`src/hdl/radix_number_text_parser_macros.svh`:
```
// assertion helpers for the number text parser
`ifndef RADIX_NUMBER_TEXT_PARSER_MACROS_SVH
`define RADIX_NUMBER_TEXT_PARSER_MACROS_SVH

// same-cycle implication, sampled on clk, masked while dis is high
`define RNTP_CHK_NOW(lbl, dis, ante, cons, msg) \
  lbl: assert property (@(posedge clk) disable iff (dis) (ante) |-> (cons)) \
    else $error(msg);

// next-cycle implication, sampled on clk, masked while dis is high
`define RNTP_CHK_NEXT(lbl, dis, ante, cons, msg) \
  lbl: assert property (@(posedge clk) disable iff (dis) (ante) |=> (cons)) \
    else $error(msg);

`endif

```
`src/hdl/rntp_pkg.sv`:
```
package rntp_pkg;

  // field and port widths
  localparam int CHAR_W      = 8;
  localparam int RADIX_W     = 6;
  localparam int MODE_W      = 2;
  localparam int DIGIT_W     = 6;
  localparam int FRAC_W      = 6;
  localparam int OUT_VALUE_W = 64;
  localparam int STATUS_W    = 2;
  localparam int IN_TDATA_W  = 8;
  localparam int OUT_TDATA_W = 72;
  localparam int CFG_IDX_W   = 2;
  localparam int CFG_DATA_W  = 6;

  // defaults for top level parameters
  localparam int VALUE_WIDTH_DEF = 64;
  localparam int QUEUE_DEPTH_DEF = 2;

  // register indexes
  localparam logic [CFG_IDX_W-1:0] CFG_RADIX       = 2'd0;
  localparam logic [CFG_IDX_W-1:0] CFG_WIDTH_MODE  = 2'd1;
  localparam logic [CFG_IDX_W-1:0] CFG_ALLOW_POINT = 2'd2;

  // register reset values and limits
  localparam logic [RADIX_W-1:0] RADIX_RST = 6'd10;
  localparam logic [RADIX_W-1:0] RADIX_MIN = 6'd2;
  localparam logic [RADIX_W-1:0] RADIX_MAX = 6'd36;
  localparam logic [MODE_W-1:0]  MODE_RST  = 2'd2;
  localparam logic [MODE_W-1:0]  MODE_W16  = 2'd0;
  localparam logic [MODE_W-1:0]  MODE_W32  = 2'd1;

  // character codes
  localparam logic [CHAR_W-1:0] CH_NUL   = 8'h00;
  localparam logic [CHAR_W-1:0] CH_ZERO  = 8'h30;
  localparam logic [CHAR_W-1:0] CH_NINE  = 8'h39;
  localparam logic [CHAR_W-1:0] CH_LO_A  = 8'h61;
  localparam logic [CHAR_W-1:0] CH_LO_Z  = 8'h7a;
  localparam logic [CHAR_W-1:0] CH_UP_A  = 8'h41;
  localparam logic [CHAR_W-1:0] CH_UP_Z  = 8'h5a;
  localparam logic [CHAR_W-1:0] CH_MINUS = 8'h2d;
  localparam logic [CHAR_W-1:0] CH_PLUS  = 8'h2b;
  localparam logic [CHAR_W-1:0] CH_POINT = 8'h2e;
  localparam logic [CHAR_W-1:0] LETTER_BASE = 8'd10;

  localparam logic [DIGIT_W-1:0] DIGIT_NONE = 6'd36;
  localparam logic [FRAC_W-1:0]  FRAC_MAX   = 6'd63;

  // character class decided by the front end
  typedef enum logic [2:0] {
    KIND_NUL,
    KIND_MINUS,
    KIND_PLUS,
    KIND_POINT,
    KIND_DIGIT,
    KIND_BAD
  } kind_t;

  typedef enum logic [STATUS_W-1:0] {
    ST_OK,
    ST_BAD_DIGIT,
    ST_SECOND_POINT,
    ST_OVERFLOW
  } status_t;

  // one classified character in the queue
  typedef struct packed {
    kind_t               kind;
    logic [DIGIT_W-1:0]  digit;
  } item_t;

  // radix clamped to the usable range
  function automatic logic [RADIX_W-1:0] eff_radix(input logic [RADIX_W-1:0] r);
    logic [RADIX_W-1:0] res;
    res = r;
    if (r < RADIX_MIN) res = RADIX_MIN;
    else if (r > RADIX_MAX) res = RADIX_MAX;
    return res;
  endfunction

  // digit value, or DIGIT_NONE for a non-digit
  function automatic logic [DIGIT_W-1:0] digit_of(input logic [CHAR_W-1:0] c);
    logic [DIGIT_W-1:0] res;
    res = DIGIT_NONE;
    if (c >= CH_ZERO && c <= CH_NINE) res = DIGIT_W'(c - CH_ZERO);
    else if (c >= CH_LO_A && c <= CH_LO_Z) res = DIGIT_W'(c - CH_LO_A + LETTER_BASE);
    else if (c >= CH_UP_A && c <= CH_UP_Z) res = DIGIT_W'(c - CH_UP_A + LETTER_BASE);
    return res;
  endfunction

endpackage

```
`src/hdl/rntp_front.sv`:
```
module rntp_front (
  input  logic                           in_tvalid,
  output logic                           in_tready,
  input  logic [rntp_pkg::IN_TDATA_W-1:0] in_tdata,   // [7:0] char_code
  input  logic [rntp_pkg::RADIX_W-1:0]   radix,
  input  logic                           allow_point,
  input  logic                           q_full,
  output logic                           q_push,
  output rntp_pkg::item_t                q_item
);
  import rntp_pkg::*;

  logic [CHAR_W-1:0]  c;
  logic [DIGIT_W-1:0] d;

  // accept whenever the queue has room
  assign in_tready = !q_full;
  assign q_push    = in_tvalid && !q_full;

  // classify the character
  always_comb begin
    c = in_tdata[CHAR_W-1:0];
    d = digit_of(c);
    q_item.digit = d;
    priority if (c == CH_NUL) begin
      q_item.kind = KIND_NUL;
    end else if (c == CH_MINUS) begin
      q_item.kind = KIND_MINUS;
    end else if (c == CH_PLUS) begin
      q_item.kind = KIND_PLUS;
    end else if (c == CH_POINT) begin
      q_item.kind = allow_point ? KIND_POINT : KIND_BAD;
    end else if (d < eff_radix(radix)) begin
      q_item.kind = KIND_DIGIT;
    end else begin
      q_item.kind = KIND_BAD;
    end
  end

endmodule

```
`src/hdl/rntp_queue.sv`:
```
module rntp_queue #(
  parameter int DEPTH = rntp_pkg::QUEUE_DEPTH_DEF
) (
  input  logic            clk,
  input  logic            rst_n,
  input  logic            push,
  input  rntp_pkg::item_t push_item,
  output logic            full,
  input  logic            pop,
  output logic            head_valid,
  output rntp_pkg::item_t head_item
);
  import rntp_pkg::*;

  localparam int AW = (DEPTH > 1) ? $clog2(DEPTH) : 1;
  localparam logic [AW-1:0] LAST = AW'(DEPTH - 1);
  localparam logic [AW:0]   FULL_CNT = (AW + 1)'(DEPTH);

  item_t          entry_r [DEPTH];
  logic [AW-1:0]  wr_ptr_r, wr_ptr_nxt;
  logic [AW-1:0]  rd_ptr_r, rd_ptr_nxt;
  logic [AW:0]    cnt_r, cnt_nxt;

  assign full       = (cnt_r == FULL_CNT);
  assign head_valid = (cnt_r != '0);
  assign head_item  = entry_r[rd_ptr_r];

  // pointer and fill count update
  always_comb begin
    wr_ptr_nxt = wr_ptr_r;
    rd_ptr_nxt = rd_ptr_r;
    cnt_nxt    = cnt_r;
    if (push) wr_ptr_nxt = (wr_ptr_r == LAST) ? '0 : wr_ptr_r + 1'b1;
    if (pop)  rd_ptr_nxt = (rd_ptr_r == LAST) ? '0 : rd_ptr_r + 1'b1;
    if (push && !pop) cnt_nxt = cnt_r + 1'b1;
    else if (pop && !push) cnt_nxt = cnt_r - 1'b1;
  end

  always_ff @(posedge clk) begin
    if (!rst_n) begin
      wr_ptr_r <= '0;
      rd_ptr_r <= '0;
      cnt_r    <= '0;
    end else begin
      wr_ptr_r <= wr_ptr_nxt;
      rd_ptr_r <= rd_ptr_nxt;
      cnt_r    <= cnt_nxt;
    end
  end

  // entry storage
  always_ff @(posedge clk) begin
    if (push) entry_r[wr_ptr_r] <= push_item;
  end

endmodule

```
`src/hdl/rntp_back.sv`:
```
module rntp_back #(
  parameter int VALUE_WIDTH = rntp_pkg::VALUE_WIDTH_DEF
) (
  input  logic                            clk,
  input  logic                            rst_n,
  input  logic                            q_valid,
  input  rntp_pkg::item_t                 q_item,
  output logic                            q_pop,
  input  logic [rntp_pkg::RADIX_W-1:0]    radix,
  input  logic [rntp_pkg::MODE_W-1:0]     width_mode,
  output logic                            out_tvalid,
  input  logic                            out_tready,
  output logic [rntp_pkg::OUT_TDATA_W-1:0] out_tdata
);
  import rntp_pkg::*;

  localparam int PW = VALUE_WIDTH + RADIX_W;
  localparam logic [6:0] VW7 = 7'(VALUE_WIDTH);

  logic [VALUE_WIDTH-1:0] mag_r, mag_nxt;
  logic                   neg_r, neg_nxt;
  logic                   first_r, first_nxt;
  logic                   point_r, point_nxt;
  logic [FRAC_W-1:0]      frac_r, frac_nxt;
  status_t                err_r, err_nxt;
  logic                   out_valid_r, out_valid_nxt;
  logic [OUT_TDATA_W-1:0] out_data_r, out_data_nxt;

  logic                   slot_free;
  logic [6:0]             eff_w;
  logic [VALUE_WIDTH-1:0] half;
  logic [VALUE_WIDTH-1:0] limit;
  logic [PW-1:0]          acc_sum;
  logic                   ovf;
  logic [OUT_VALUE_W-1:0] mag_ext;
  logic [OUT_VALUE_W-1:0] value;
  logic                   err_zero;

  assign out_tvalid = out_valid_r;
  assign out_tdata  = out_data_r;

  // a terminator waits until the output register can take its result
  assign slot_free = !out_valid_r || out_tready;
  assign q_pop     = q_valid && (q_item.kind != KIND_NUL || slot_free);

  // saturation limit for the chosen width and sign
  always_comb begin
    if (width_mode == MODE_W16) eff_w = 7'd16;
    else if (width_mode == MODE_W32) eff_w = 7'd32;
    else eff_w = 7'd64;
    if (eff_w > VW7) eff_w = VW7;
    half  = VALUE_WIDTH'(1) << (eff_w - 7'd1);
    limit = neg_r ? half : half - 1'b1;
  end

  // multiply-add and overflow test
  always_comb begin
    acc_sum = PW'(mag_r) * PW'(eff_radix(radix)) + PW'(q_item.digit);
    ovf     = acc_sum > PW'(limit);
  end

  // signed result
  always_comb begin
    mag_ext  = OUT_VALUE_W'(mag_r);
    value    = neg_r ? (~mag_ext + 1'b1) : mag_ext;
    err_zero = (err_r == ST_BAD_DIGIT) || (err_r == ST_SECOND_POINT);
  end

  // parse state and output register
  always_comb begin
    mag_nxt       = mag_r;
    neg_nxt       = neg_r;
    first_nxt     = first_r;
    point_nxt     = point_r;
    frac_nxt      = frac_r;
    err_nxt       = err_r;
    out_valid_nxt = out_valid_r && !out_tready;
    out_data_nxt  = out_data_r;
    if (q_pop) begin
      if (q_item.kind == KIND_NUL) begin
        out_valid_nxt = 1'b1;
        out_data_nxt  = {STATUS_W'(err_r),
                         err_zero ? '0 : frac_r,
                         err_zero ? '0 : value};
        mag_nxt   = '0;
        neg_nxt   = 1'b0;
        first_nxt = 1'b1;
        point_nxt = 1'b0;
        frac_nxt  = '0;
        err_nxt   = ST_OK;
      end else if (err_r != ST_OK) begin
        first_nxt = 1'b0;
      end else if (first_r && (q_item.kind == KIND_MINUS || q_item.kind == KIND_PLUS)) begin
        neg_nxt   = (q_item.kind == KIND_MINUS);
        first_nxt = 1'b0;
      end else begin
        first_nxt = 1'b0;
        unique case (q_item.kind)
          KIND_POINT: begin
            if (point_r) err_nxt = ST_SECOND_POINT;
            else point_nxt = 1'b1;
          end
          KIND_DIGIT: begin
            if (ovf) begin
              mag_nxt = limit;
              err_nxt = ST_OVERFLOW;
            end else begin
              mag_nxt = acc_sum[VALUE_WIDTH-1:0];
            end
            if (point_r) begin
              if (frac_r == FRAC_MAX) err_nxt = ST_OVERFLOW;
              else frac_nxt = frac_r + 1'b1;
            end
          end
          default: begin
            err_nxt = ST_BAD_DIGIT;
          end
        endcase
      end
    end
  end

  always_ff @(posedge clk) begin
    if (!rst_n) begin
      mag_r       <= '0;
      neg_r       <= 1'b0;
      first_r     <= 1'b1;
      point_r     <= 1'b0;
      frac_r      <= '0;
      err_r       <= ST_OK;
      out_valid_r <= 1'b0;
    end else begin
      mag_r       <= mag_nxt;
      neg_r       <= neg_nxt;
      first_r     <= first_nxt;
      point_r     <= point_nxt;
      frac_r      <= frac_nxt;
      err_r       <= err_nxt;
      out_valid_r <= out_valid_nxt;
    end
  end

  // result payload
  always_ff @(posedge clk) begin
    out_data_r <= out_data_nxt;
  end

endmodule

```
`src/hdl/radix_number_text_parser.sv`:
```
// A terminating NUL is stored in the queue, then its result in the output register.
// Throughput: one character per cycle while the queue is not full; the digit multiply-add
// and overflow compare close the accumulator loop combinationally. A NUL waits for out_tready.
// Reset (rst_n low, synchronous): parse state, queue and output are cleared;
// radix returns to 10, width mode to 64 bits, decimal point disabled.
`include "radix_number_text_parser_macros.svh"

module radix_number_text_parser #(
  parameter int VALUE_WIDTH = rntp_pkg::VALUE_WIDTH_DEF,
  parameter int QUEUE_DEPTH = rntp_pkg::QUEUE_DEPTH_DEF
) (
  input  logic                             clk,
  input  logic                             rst_n,
  input  logic                             in_tvalid,
  output logic                             in_tready,
  input  logic [rntp_pkg::IN_TDATA_W-1:0]  in_tdata,   // [7:0] char_code
  output logic                             out_tvalid,
  input  logic                             out_tready,
  // [63:0] parsed_value, [69:64] fraction_digits, [71:70] parse_status
  output logic [rntp_pkg::OUT_TDATA_W-1:0] out_tdata,
  input  logic                             cfg_wr_en,
  input  logic [rntp_pkg::CFG_IDX_W-1:0]   cfg_index,
  input  logic [rntp_pkg::CFG_DATA_W-1:0]  cfg_data
);
  import rntp_pkg::*;

  logic [RADIX_W-1:0] radix_r;
  logic [MODE_W-1:0]  mode_r;
  logic               allow_r;

  logic   q_full, q_push, q_pop, q_valid;
  item_t  push_item, head_item;

  logic [OUT_VALUE_W-1:0] out_value;
  logic [FRAC_W-1:0]      out_frac;
  logic [STATUS_W-1:0]    out_status;

  // configuration registers
  always_ff @(posedge clk) begin
    if (!rst_n) begin
      radix_r <= RADIX_RST;
      mode_r  <= MODE_RST;
      allow_r <= 1'b0;
    end else if (cfg_wr_en) begin
      unique case (cfg_index)
        CFG_RADIX:       radix_r <= cfg_data[RADIX_W-1:0];
        CFG_WIDTH_MODE:  mode_r  <= cfg_data[MODE_W-1:0];
        CFG_ALLOW_POINT: allow_r <= cfg_data[0];
        default: ;
      endcase
    end
  end

  rntp_front u_front (
    .in_tvalid   (in_tvalid),
    .in_tready   (in_tready),
    .in_tdata    (in_tdata),
    .radix       (radix_r),
    .allow_point (allow_r),
    .q_full      (q_full),
    .q_push      (q_push),
    .q_item      (push_item)
  );

  rntp_queue #(
    .DEPTH (QUEUE_DEPTH)
  ) u_queue (
    .clk        (clk),
    .rst_n      (rst_n),
    .push       (q_push),
    .push_item  (push_item),
    .full       (q_full),
    .pop        (q_pop),
    .head_valid (q_valid),
    .head_item  (head_item)
  );

  rntp_back #(
    .VALUE_WIDTH (VALUE_WIDTH)
  ) u_back (
    .clk        (clk),
    .rst_n      (rst_n),
    .q_valid    (q_valid),
    .q_item     (head_item),
    .q_pop      (q_pop),
    .radix      (radix_r),
    .width_mode (mode_r),
    .out_tvalid (out_tvalid),
    .out_tready (out_tready),
    .out_tdata  (out_tdata)
  );

  // result fields for checking
  assign out_value  = out_tdata[OUT_VALUE_W-1:0];
  assign out_frac   = out_tdata[OUT_VALUE_W+FRAC_W-1:OUT_VALUE_W];
  assign out_status = out_tdata[OUT_TDATA_W-1:OUT_VALUE_W+FRAC_W];

  `RNTP_CHK_NOW(a_err_zero, !rst_n,
    out_tvalid && (out_status == ST_BAD_DIGIT || out_status == ST_SECOND_POINT),
    out_value == '0 && out_frac == '0,
    "bad digit or second point result carries nonzero fields")
  `RNTP_CHK_NOW(a_w16_range, !rst_n,
    out_tvalid && mode_r == MODE_W16,
    (&out_value[OUT_VALUE_W-1:15]) || !(|out_value[OUT_VALUE_W-1:15]),
    "16-bit mode result exceeds its signed range")
  `RNTP_CHK_NEXT(a_rst_idle, 1'b0,
    !rst_n,
    !out_tvalid && in_tready,
    "block not idle after reset")

endmodule

```
`config.mk`:
```
export PLATFORM = sky130hd
export DESIGN_NAME = radix_number_text_parser
export DESIGN_NICKNAME = d
export VERILOG_FILES = /design/src/hdl/rntp_pkg.sv /design/src/hdl/rntp_front.sv /design/src/hdl/rntp_queue.sv /design/src/hdl/rntp_back.sv /design/src/hdl/radix_number_text_parser.sv
export VERILOG_INCLUDE_DIRS = /design/src /design/src/hdl
export SDC_FILE = /design/constraint.sdc
export NUM_CORES = 1
export LEC_CHECK = 0
export ABC_AREA = 1
export BUFFER_PORTS_ARGS = -buffer_cell sky130_fd_sc_hd__buf_2
export CORE_MARGIN = 5
export CORE_UTILIZATION = 55
export DETAILED_ROUTE_END_ITERATION = 16
export PLACE_DENSITY = 0.76
export SYNTH_ARGS = -nofsm -noshare
export SYNTH_HDL_FRONTEND = slang
export SYNTH_SLANG_ARGS = --single-unit
```
`constraint.sdc`:
```
create_clock -name clk -period 10.4 [get_ports clk]
set_input_delay 0.52 -clock clk [delete_from_list [all_inputs] [get_ports clk]]
set_output_delay 0.52 -clock clk [all_outputs]
set_load 0.03 [all_outputs]
```
# == Yosys cells after proc, flatten, opt, wreduce, memory -nomap -nowiden ==
# Memory sizes are Yosys's and may differ from the RTL's. A register that Yosys moved wholly into a read port is not among the register bits.
# Cells that the tools add are included.
# word_totals
ff_bits,161
output_inout_bits,74
n_memories,1
input_bits,21
ram_bits,18
wordCells,158
# op_classes
eq_ne,18
addsub,14
shift,1
n_reduce_logical,39
n_lt_le_gt_ge,11
bitwise_logic,1
n_mux,57
mul,1
# mem_list
memory,words,word_bits,read_ports,rd_clocked_by_memory_dff,write_ports,line,text
u_queue.entry_r,2,9,1,1,1,rntp_queue.sv:19,item_t entry_r [DEPTH];
# op_table
operator,n
64-bit 2-to-1 mux,7
6-bit 2-to-1 mux,15
70-bit by 6-bit adder with 70-bit output,1
70-bit by 64-bit > comparator with 1-bit output,1
64-bit by 6-bit multiplier with 70-bit output,1
64-bit by 1-bit adder with 64-bit output (second input constant),1
64-bit NOT,1
1-bit by 7-bit left shift with 64-bit output (first input constant),1
64-bit by 1-bit subtractor with 64-bit output (second input constant),1
8-bit by 6-bit == test with 1-bit output (second input constant),3
7-bit 2-to-1 mux,3
2-bit 2-to-1 mux,9
1-bit 2-to-1 mux,17
8-bit by 7-bit greater-or-equal comparator with 1-bit output (second input constant),2
8-bit by 7-bit less-or-equal comparator with 1-bit output (second input constant),2
3-bit 2-to-1 mux,5
2-bit nonzero test,7
6-bit by 4-bit adder with 6-bit output (second input constant),2
4-bit AND reduction,3
6-bit subtractor (second input constant),2
1-bit logical AND,9
8-bit by 6-bit greater-or-equal comparator with 1-bit output (second input constant),1
8-bit by 6-bit less-or-equal comparator with 1-bit output (second input constant),1
8-bit zero test,1
other kinds (27),46

# == Depth between registers and ports, before layout ==
# depth
ltp_word,17
ltp_mapped,50
mapped_depth_nobuf,49

# == Cells and area by module ==
# Synthesis repeated with hierarchy kept, for this count alone.
# unflattened
hier_cells,3658
hier_area_um2,25655.9
# by_module_without_submodules
mod,n_inst,cells_each,area_each_um2
rntp_back,1,3402,23528.8
rntp_queue,1,61,882.1
rntp_front,1,138,845.8
radix_number_text_parser,1,57,399.1

# == Worst setup path after synthesis ==
# No wires, ideal clock.
# synth_timing
path_type,register to register
start,register radix_r[0]
end,"register u_back.mag_r[47], in the netlist u_back.mag_ext[47]"
path_stages_with_launch,47
setup_time_ns,0.132
synth_period_minus_slack_ns,6.878
t_arrival_ns,6.746
path_slack_ns,3.522
cell_sequence,dfxtp_1 > nor2_1 > nor2_1 > o31ai_1 > inv_1 > nor2_1 > nor2_1 > fa_1 > inv_1 > fa_1 > inv_1 > fa_1 > inv_1 > fa_1 > inv_1 > ha_1 > nand2_1 > nand2_1 > [... 11 more ...] > inv_1 > ha_1 > nand2_1 > nor2_1 > nand2_1 > o211ai_1 > a21oi_1 > nand2_1 > nand2_1 > nand2_1 > nand2_1 > nand2_1 > nand2_1 > clkbuf_1 > buf_1 > nand4_1 > nand3_1 > a21oi_1
# synth_between
elab_chain_cells,11
# synth_rtl
element,line,text
from (decl),radix_number_text_parser.sv:27,logic [RADIX_W-1:0] radix_r;
from (signal assigned),radix_number_text_parser.sv:46,CFG_RADIX: radix_r <= cfg_data[RADIX_W-1:0];
6-bit > comparator,rntp_pkg.sv:77,else if (r > RADIX_MAX) res = RADIX_MAX;
6-bit 2-to-1 mux,rntp_pkg.sv:77,
6-bit 2-to-1 mux *,rntp_pkg.sv:76,if (r < RADIX_MIN) res = RADIX_MIN;
64-bit by 6-bit multiplier with 70-bit output *,rntp_back.sv:58,acc_sum = PW'(mag_r) * PW'(eff_radix(radix)) + PW'(q_item.digit);
70-bit by 6-bit adder with 70-bit output *,rntp_back.sv:58,
70-bit by 64-bit > comparator with 1-bit output,rntp_back.sv:59,ovf = acc_sum > PW'(limit);
64-bit 2-to-1 mux *,rntp_back.sv:104,if (ovf) begin
64-bit 2-to-1 mux *,rntp_back.sv:98,unique case (q_item.kind)
64-bit 2-to-1 mux *,rntp_back.sv:93,end else if (first_r && (q_item.kind == KIND_MINUS || q_item.kind == KIND_PLUS)) begin
64-bit 2-to-1 mux *,rntp_back.sv:91,end else if (err_r != ST_OK) begin
64-bit 2-to-1 mux *,rntp_back.sv:80,if (q_item.kind == KIND_NUL) begin
to (signal assigned),rntp_back.sv:133,mag_r <= mag_nxt;
to (decl),rntp_back.sv:20,"logic [VALUE_WIDTH-1:0] mag_r, mag_nxt;"
# Every way passes the cells marked *; elsewhere a longest branch is shown, timed or not. The select of a mux whose other input is x is not followed.
# A chain may end at the register's enable or synchronous reset.

# == Worst setup path in the final report ==
# layout_timing
start,register radix_r[2]
end,"register u_back.mag_r[52], in the netlist u_back.mag_ext[52]"
# Same word-level chain as after synthesis.

==> metrics.yaml <==
outcome: "complete, no violations"
path_clk_slew_ns: 0.07
area_growth_pct: 5.90
grt_pass1_wl_mm: 116
rr_worst_depth: 36
skew_ns: 0.0121
viasPerCell: 5.67
yosys_warnings: 0
routed_wl_mm: 69.5
drive_gt1_share_pct: 6.02
tightest_slew_ns: 1.04
synth-edff-count: 90
dp_hpwl_mm: 55.2
synth-main-ff-cell: "edfxtp_1"
cts_resized: 0
cp_top_family: "adder cells"
antenna_found_initial: 0
seq_area_frac_synth_pct: 18.3
pin_count: 95
grt_pass1_vias: 22600
p_total_mw: 2.19
postSynthAreaPerCell_um2: 7.28
layout_commonest_cell: "nand2_1"
drt_iter0_markers: 2053
path_depth: 36
rsz0062_at_grt: "no"
slew_violations: 0
pre_cts_slack_ns: 1.97
power_leakage_nw: 14.0
fp.coreArea_um2: 44200
synth_area_um2: 24600
layout_common_cells: "nand2_1, inv_1, nor2_1, a21oi_1, fa_1"
slowest_stage: "inv_1"
required_ns: 10.73
whs_path_depth: 3
max_stage_delay_ns: 0.77
clockBufferDepth: 2
clockRootBuffer: "clkbuf_16"
path_buf_inv: 5
grt_max_degree: 72
finalSetupTns_ns: 0
fp.dieArea_um2: 49100
cp_max_fo: 36
hold_class: "in -> reg"
vdd_drop_max_mv: 0.0764
crit_path_end_kind: "register"
finalHoldViolations: 0
syn_inst: 3382
die_x_um: 222
grt-ovfl-total: 0
cp-start-kind: "register"
rows: 77
hold_buffers: 0
diodes: 0
setup_viol: 0
ant_nets: 0
wl_per_cell_um: 17.4
gp_congestion: 1.04
finalWorstSetupSlack_ns: 1.75
start_util_pct: 55.7
vias: 22700
synth_cell_type_count: 61
clk_latency_ns: 0.49
cap_violations: 0
htree_levels: 4
syn_nets: 3885
grt_use_total_pct: 28.5
portBuffers: 94
cts_made_buffers: 17
synth-seq-cells: 180
cts_tree: "yes"
max_slew_margin_pct: 31.0
die_y_um: 222
nNetsFinal: 3895
postCtsSetupBuffers: 0
crit_top_cell: "nand2_1"
path_class: "reg -> reg"
powerDensity_nw_per_um2: 84.0
period_minus_slack_ns: 8.65
cp.arrival_ns: 8.98
clock.fmax_ghz: 0.116
period_share_pct: 83.2
dr.pass1.iters: 8
async_flop_share_pct: 0
fillers: 4144
clock-sinks: 180
drc: 0
-- final cells by class --
cell class                 instances  area (um^2)  area share [%]
clock buffer                      22          508            1.95
clock inverter                    10         85.1           0.326
inverter                         544         2040            7.83
multi-input combinational       2532        17500            67.3
sequential                       180         4510            17.3
tap                              592          741            2.84
timing repair buffer             117          656            2.51
-- kinds of logic after synthesis --
| family | after synthesis | share of synthesized area, % |
|---|---|---|
| flip-flops | 180 | 18.3 |
| AND/OR/NAND/NOR | 1511 | 26.1 |
| buffers and inverters | 670 | 10.6 |
| multiplexers | 6 | 0.259 |
| XOR/XNOR | 60 | 2.13 |
| AO/OA/AOI/OAI | 473 | 10.5 |
| adder cells (fa/ha/maj) | 482 | 32.2 |
-- worst register-to-register path, delay by kind of cell (launching register included) --
family,cells,cell delay [ns]
buffers and inverters,5,1.28
and+or+nand+nor,16,2.44
xor gates and xnor gates,1,0.30
adders and majority gates,6,2.46
AOI/OAI and AO/OA,8,1.70
DFF,1,0.34
-- per-layer routing --
layer / global-route usage, % / wire (um) / vias up
met2: 46.2 / 31600 / 955
met3: 5.24 / 5980 / 162
met4: 8.19 / 1990 / 0
met5: 0 / 0 / -
met1: 39.3 / 29900 / 10800
li1: - / - / 10800
-- where the power goes --
| group | switching, mW | internal [mW] | total (mW) |
|---|---|---|---|
| registers | 0.0286 | 0.776 | 0.805 |
| logic | 0.507 | 0.210 | 0.717 |
| clock network | 0.315 | 0.353 | 0.668 |
-- synthesized netlist by cell type (all sizes together), types with 8 or more instances --
| master | instances | area, um^2 |
|---|---|---|
| a21oi | 268 | 1350 |
| buf | 37 | 229 |
| nor4 | 24 | 163 |
| inv | 542 | 2030 |
| o21a | 8 | 60.1 |
| nand3b | 38 | 285 |
| clkbuf | 89 | 334 |
| xnor2 | 20 | 175 |
| ha | 230 | 2880 |
| dfxtp | 90 | 1800 |
| o211ai | 9 | 67.6 |
| a21o | 10 | 75.1 |
| nand4 | 24 | 150 |
| o21ai | 130 | 654 |
| edfxtp | 90 | 2700 |
| nor2 | 453 | 1760 |
| nor3 | 53 | 292 |
| nand3 | 164 | 841 |
| xor2 | 40 | 350 |
| nand2 | 737 | 2810 |
| o21bai | 15 | 113 |
| fa | 252 | 5040 |
-- flip-flops by register name, indices dropped and copies added (netlist names), 2 cells and up, named ones only --
register          cells
u_back.out_tdata     72
u_back.frac_r         6
mode_r                2
u_back.err_r          2
u_back.mag_ext       64
u_queue.entry_r      18
u_queue.cnt_r         2
radix_r               6
-- through the flow --
stage,utilization [%],area [um^2],hold WS (ns),instances
after floorplan,-,24600,0.424,3382
after global placement,57.6,25500,0.439,3965
after detailed placement,57.6,25500,0.438,3965
after CTS,59.0,26100,0.241,3997
after global routing,59.0,26100,0.256,3997
final,59.0,26100,0.258,3997
-- worst paths after layout --
path                         start                 end  slack, ns
setup / recovery        radix_r[2]  u_back.mag_ext[52]       1.75
hold / removal         cfg_data[3]          radix_r[3]       0.26
setup reg to reg        radix_r[2]  u_back.mag_ext[52]       1.75
hold reg to reg   u_queue.rd_ptr_r            register       0.44
Power figures use the tool's default switching activity.
